### config.mk
export PLATFORM = sky130hd
export DESIGN_NAME = rcfg_lane
export DESIGN_NICKNAME = d
export VERILOG_FILES = /design/src/rtl/core/raised_cosine_fade_gain_macros.svh /design/src/rtl/core/rcfg_pkg.sv /design/src/rtl/core/rcfg_lane.sv
export SDC_FILE = /design/constraint.sdc
export NUM_CORES = 2
export LEC_CHECK = 0
export BUFFER_PORTS_ARGS = -buffer_cell sky130_fd_sc_hd__buf_4
export CAP_MARGIN = 20
export CORE_MARGIN = 1.5
export CORE_UTILIZATION = 60
export CTS_BUF_LIST = sky130_fd_sc_hd__clkbuf_8
export CTS_CLUSTER_SIZE = 40
export DETAILED_ROUTE_END_ITERATION = 10
export PLACE_DENSITY = 0.85
export RECOVER_POWER = 50
export SETUP_SLACK_MARGIN = 0.05
export SYNTH_ARGS = -nofsm -noshare
export SYNTH_HDL_FRONTEND = slang
export SYNTH_SLANG_ARGS = --single-unit
### constraint.sdc
create_clock -name aclk -period 6.63 [get_ports aclk]
set_input_delay 0 -clock aclk [delete_from_list [all_inputs] [get_ports aclk]]
set_output_delay 0 -clock aclk [all_outputs]
set_load 0.1 [all_outputs]
### src/rtl/core/raised_cosine_fade_gain_macros.svh
// Assertion helpers for the fader RTL.
`ifndef RAISED_COSINE_FADE_GAIN_MACROS_SVH
`define RAISED_COSINE_FADE_GAIN_MACROS_SVH
`ifndef SYNTHESIS
// Check a property on every clock edge outside reset.
`define RCFG_ASSERT(lbl, clk, rst_n, prop) \
    lbl: assert property (@(posedge clk) disable iff (!rst_n) (prop)) \
        else $error("fader check failed");
// Check that nxt holds in the cycle after cond.
`define RCFG_ASSERT_NEXT(lbl, clk, rst_n, cond, nxt) \
    lbl: assert property (@(posedge clk) disable iff (!rst_n) (cond) |=> (nxt)) \
        else $error("fader check failed");
`else
`define RCFG_ASSERT(lbl, clk, rst_n, prop)
`define RCFG_ASSERT_NEXT(lbl, clk, rst_n, cond, nxt)
`endif
`endif

### src/rtl/core/rcfg_pkg.sv
package rcfg_pkg;

    localparam int CHANNELS        = 4;
    localparam int SAMPLE_BITS     = 24;
    localparam int COS_TABLE_DEPTH = 1024;

    localparam int IDX_BITS   = $clog2(COS_TABLE_DEPTH);
    localparam int LEN_BITS   = 24;
    localparam int GAIN_BITS  = 16;
    localparam int GAIN_FRAC  = 14;
    localparam int W_BITS     = GAIN_FRAC + 1;
    localparam int G2_BITS    = 2 * GAIN_BITS;
    localparam int WPROD_BITS = GAIN_BITS + W_BITS + 2;
    localparam int CFG_IDX_BITS  = 1;
    localparam int CFG_DATA_BITS = GAIN_BITS;

    localparam logic [GAIN_BITS-1:0] UNITY_GAIN = GAIN_BITS'(1 << GAIN_FRAC);

    localparam longint unsigned PI_Q30  = 64'd3373259426;
    localparam longint unsigned ONE_Q30 = 64'd1073741824;

    localparam int              TAYLOR_TERMS = 7;
    localparam int              RECIP_SHIFT  = 42;
    localparam longint unsigned RECIP_ONE    = 64'd1 << RECIP_SHIFT;
    // rounded-up reciprocals of (2k-1)*2k, exact for numerators below 2^34
    localparam longint unsigned TAYLOR_RECIP [TAYLOR_TERMS] = '{
        (RECIP_ONE + 64'd1)   / 64'd2,
        (RECIP_ONE + 64'd11)  / 64'd12,
        (RECIP_ONE + 64'd29)  / 64'd30,
        (RECIP_ONE + 64'd55)  / 64'd56,
        (RECIP_ONE + 64'd89)  / 64'd90,
        (RECIP_ONE + 64'd131) / 64'd132,
        (RECIP_ONE + 64'd181) / 64'd182
    };

    typedef enum logic [CFG_IDX_BITS-1:0] {
        REG_OUT_GAIN,
        REG_MUTED
    } cfg_reg_t;

    typedef enum logic {
        REQ_FRAME,
        REQ_FADE
    } req_t;

    typedef struct packed {
        logic                start;
        logic [LEN_BITS-1:0] num;
        logic [LEN_BITS-1:0] den;
    } div_req_t;

    typedef struct packed {
        logic                done;
        logic [IDX_BITS-1:0] quot;
    } div_rsp_t;

    typedef struct packed {
        logic               mul_en;
        logic [G2_BITS-1:0] gain;
    } lane_ctrl_t;

    typedef logic [W_BITS-1:0] wtab_t [COS_TABLE_DEPTH];

    // cos^2(pi*i/(2*depth)) in Q1.14 from a truncated Taylor series in Q30
    function automatic logic [W_BITS-1:0] raised_cos_entry(int unsigned i);
        longint unsigned x;
        longint unsigned x2;
        longint unsigned t;
        longint unsigned c;
        longint unsigned w;
        longint          sum;
        logic [127:0]    qprod;
        x   = (PI_Q30 * longint'(i)) / (2 * COS_TABLE_DEPTH);
        x2  = (x * x) >> 30;
        t   = ONE_Q30;
        sum = longint'(ONE_Q30);
        for (int k = 1; k <= 7; k++) begin
            qprod = 128'((t * x2) >> 30) * 128'(TAYLOR_RECIP[k - 1]);
            t     = qprod[RECIP_SHIFT +: 64];
            if (k % 2 == 1) begin
                sum = sum - longint'(t);
            end else begin
                sum = sum + longint'(t);
            end
        end
        if (sum < 0) begin
            sum = 0;
        end
        if (sum > longint'(ONE_Q30)) begin
            sum = longint'(ONE_Q30);
        end
        c = longint'(sum);
        w = (c * c + (64'd1 << 45)) >> 46;
        return w[W_BITS-1:0];
    endfunction

    function automatic wtab_t build_wtab();
        wtab_t tab;
        for (int i = 0; i < COS_TABLE_DEPTH; i++) begin
            tab[i] = raised_cos_entry(i);
        end
        return tab;
    endfunction

    localparam wtab_t WTAB = build_wtab();

endpackage

### src/rtl/core/rcfg_lane.sv
module rcfg_lane (
    input  logic                                  aclk,
    input  logic signed [rcfg_pkg::SAMPLE_BITS-1:0] sample,
    input  rcfg_pkg::lane_ctrl_t                  ctrl,
    output logic signed [rcfg_pkg::SAMPLE_BITS-1:0] result
);
    import rcfg_pkg::*;

    localparam int PROD_BITS = SAMPLE_BITS + G2_BITS + 1;
    localparam int SHIFT     = 2 * GAIN_FRAC;
    localparam logic signed [PROD_BITS-1:0] ROUND = PROD_BITS'(64'sd1 <<< (SHIFT - 1));
    localparam logic signed [PROD_BITS-1:0] SMAX  =
        PROD_BITS'((64'sd1 <<< (SAMPLE_BITS - 1)) - 64'sd1);
    localparam logic signed [PROD_BITS-1:0] SMIN  = -SMAX - PROD_BITS'(1);

    logic signed [PROD_BITS-1:0] prod_reg;
    logic signed [PROD_BITS-1:0] prod_next;
    logic signed [PROD_BITS-1:0] scaled;

    assign prod_next = PROD_BITS'(sample) * PROD_BITS'($signed({1'b0, ctrl.gain}));

    always_ff @(posedge aclk) begin
        if (ctrl.mul_en) begin
            prod_reg <= prod_next;
        end
    end

    // round half up, floor shift, then clamp to the sample range
    always_comb begin
        scaled = (prod_reg + ROUND) >>> SHIFT;
        if (scaled > SMAX) begin
            result = SMAX[SAMPLE_BITS-1:0];
        end else if (scaled < SMIN) begin
            result = SMIN[SAMPLE_BITS-1:0];
        end else begin
            result = scaled[SAMPLE_BITS-1:0];
        end
    end

endmodule

==> summary.md <==
| Metric | Value |
|---|---|
| Status | `finished, violations left` |
| Failing checks | `capacitance limit, slew limit` |
| Avg WL per Cell | `19.5 um` |
| Num rows | `76` |
| Hold path start | `ctrl[32]` |
| CTS tree | `done` |
| Starting DRC count in detailed routing | `1375` |
| CP Launch Type | `input pin` |
| RSZ-0062 raised after global routing | `yes` |
| WL final | `68.9 mm` |
| Pre-CTS setup slack | `-0.309 ns` |
| Die Wd | `roughly 210 um` |
| Syn Nets | `3800` |
| Synthesis-to-layout area growth | `8.21%` |
| Most common cell in the netlist | `inv_1` |
| Starting Density | `a little over 60%` |
| Gr usage total | `32.5%` |
| Main area contributors after synthesis | `fa_1 (50%), ha_1 (10%), inv_1 (10%), and2_1 (8.8%), nand2_1 (5.9%)` |
| Flops & latches, synth | `30` |
| CTS Root Cell | `clkbuf_8` |
| Final count of pins violating max slew | `55` |
| Final net count | `3886` |
| Distinct cell type count after synthesis | `just over 60` |
| Filler Cell Count | `~3200` |
| Congestion Overflow GR | `0` |
| Number of CTS-inserted buffers | `5` |
| CP Capture Type | `flop` |
| Critical setup path kind | `in -> reg` |
| Vias | `between 15000 and 20000` |
| Cell count after synthesis | `2870` |
| Share of the synthesized area in the top cell type | `50.3%` |
| Layout Cells excl Fill | `3541` |
| Max Fclk | `153 MHz` |
| Minimum clock period | `6.52 ns` |
| Mapped Area | `26200 sq um` |
| Final hold vios | `0` |
| Antenna violations before repair | `3` |
| Largest register FFs | `30` |
| Final setup viols | `0` |
| HP Class | `in -> reg` |
| Largest net degree at the start of global routing | `33` |
| Via density | `5.65` |
| Die Ht | `212 um` |
| Num ports | `82` |
| Routability cong. | `0.961` |
| Post-synth ARST share | `0%` |
| Critical Path AT | `6.54 ns` |
| Clk sinks | `30` |
| Crit path from | `sample[10]` |
| Vias in the first global route | `22868` |
| Mapped Avg Cell Area | `9.12 sq um` |
| Layout cells sized above 1 | `9.17%` |
| MaxCap Viol Count | `2` |
| Placed cell count | `around 3500` |
| Worst-case clock buffer depth | `2` |
| First-pass GRT wire length | `113 mm` |
| Critical Path RT | `6.65 ns` |
| Die area | `between 40000 and 50000 sq um` |
| 1st-pass router iterations | `5` |
| HPWL after DPL | `57.5 mm` |
| Max_slew headroom | `-8.37%` |
| Worst Path Max Fanout | `14` |
| # port buffers | `81` |
| Number of synthesized flops with an enable pin | `30` |
| Final core occ | `65.7%` |
| Seq/Total Area, Yosys | `3.44%` |
| Residual DRC | `0` |
| CP endpoint | `prod_reg[50]` |
| Final period util | `between 90% and 100%` |
| H-tree depth | `2` |
| Worst setup margin | `0.113 ns` |
| Main synth FF type | `edfxtp_1` |
| Worst slew pin tran | `1.62 ns` |
| Largest area contributor in the netlist | `fa_1` |
| Top post-synthesis cells by count | `inv_1 (696), fa_1 (657), nand2_1 (408), and2_1 (368), ha_1 (215)` |
| Area of the core | `around 43000 sq um` |
| Yosys warns | `0` |
| Worst-path clk slew | `0.06 ns` |
| Remaining antenna violation count after routing | `0` |
-- per-stage QoR --
stage	hold WS [ns]	area, sq um	TNS [ns]
2_1_floorplan	0.112	26200	0
3_3_place_gp	0.440	28100	-0.962
3_5_place_dp	0.457	28100	-2.19
5_1_grt	0.775	28300	-0.00430
4_1_cts	0.172	28200	0
6_report	0.708	28300	0
-- cell type report --
class | count | area [sq um] | area share (%)
Multi-Input combinational cell | 1996 | 22200 | 78.5
Inverter | 696 | 2610 | 9.22
Timing Repair Buffer | 227 | 1780 | 6.28
Sequential cell | 30 | 901 | 3.18
Tap cell | 585 | 732 | 2.58
Clock buffer | 5 | 68.8 | 0.243
Clock inverter | 1 | 3.75 | 0.0133
Antenna cell | 1 | 2.50 | 0.00884
-- placed cells by master (no fill, tap or decap), types with 26 or more instances in the layout --
cell	synthesis	layout
a21oi_1	60	54
ha_1	215	211
a21o_1	26	26
edfxtp_1	30	30
fa_1	657	652
buf_4	0	204
inv_1	696	696
and2_1	368	368
nand2_1	408	408
xnor2_1	32	32
-- layer usage --
layer  GRT usage (%)  part of all wire (%)
met1            38.3                    34
met2            57.0                    51
met3            5.73                   9.2
met4            16.9                   5.9
met5               0                 0.044
-- logic make-up after synthesis --
| group | synth area share [%] |
|---|---|
| flops | 3.44 |
| xor+xnor | 1.91 |
| mux | 0.0382 |
| fa+ha+maj | 60.5 |
| compound gates | 4.21 |
| buf+inv | 12.2 |
| simple gates | 17.6 |
-- critical path: stages --
cell and delay [ns]:
buf_4 0.20, buf_4 0.19, and2_1 0.20, fa_1 0.44, fa_1 0.50, inv_1 0.05
fa_2 0.35, fa_1 0.60, inv_1 0.09, fa_1 0.51, fa_1 0.50, inv_1 0.05
fa_1 0.48, inv_1 0.05, ha_1 0.30, and3_1 0.22, a311oi_2 0.39, buf_4 0.18
o211ai_1 0.13, o21ai_1 0.18, buf_4 0.16, a21boi_4 0.07, a31o_2 0.28, a311oi_2 0.31
nor3_2 0.07
-- worst min path at each step --
stage	cells past startpoint	to
final	1	prod_reg[53]
after floorplan	0	prod_reg[27]
after global placement	1	prod_reg[54]
after global routing	1	prod_reg[53]
after CTS	1	prod_reg[53]
after detailed placement	1	prod_reg[53]
-- timing repair --
item | CTS | global route
resized for setup | 1 | 39
gates cloned | 0 | 0
endpoints found under the setup margin | 4 | 21
hold buffers | 0 | 0
pin swaps | 1 | 18
setup buffers | 0 | 2
Power is left out: the tool's default activity adds up to more than one toggle a clock period on the data nets, which glitch-free logic cannot reach.
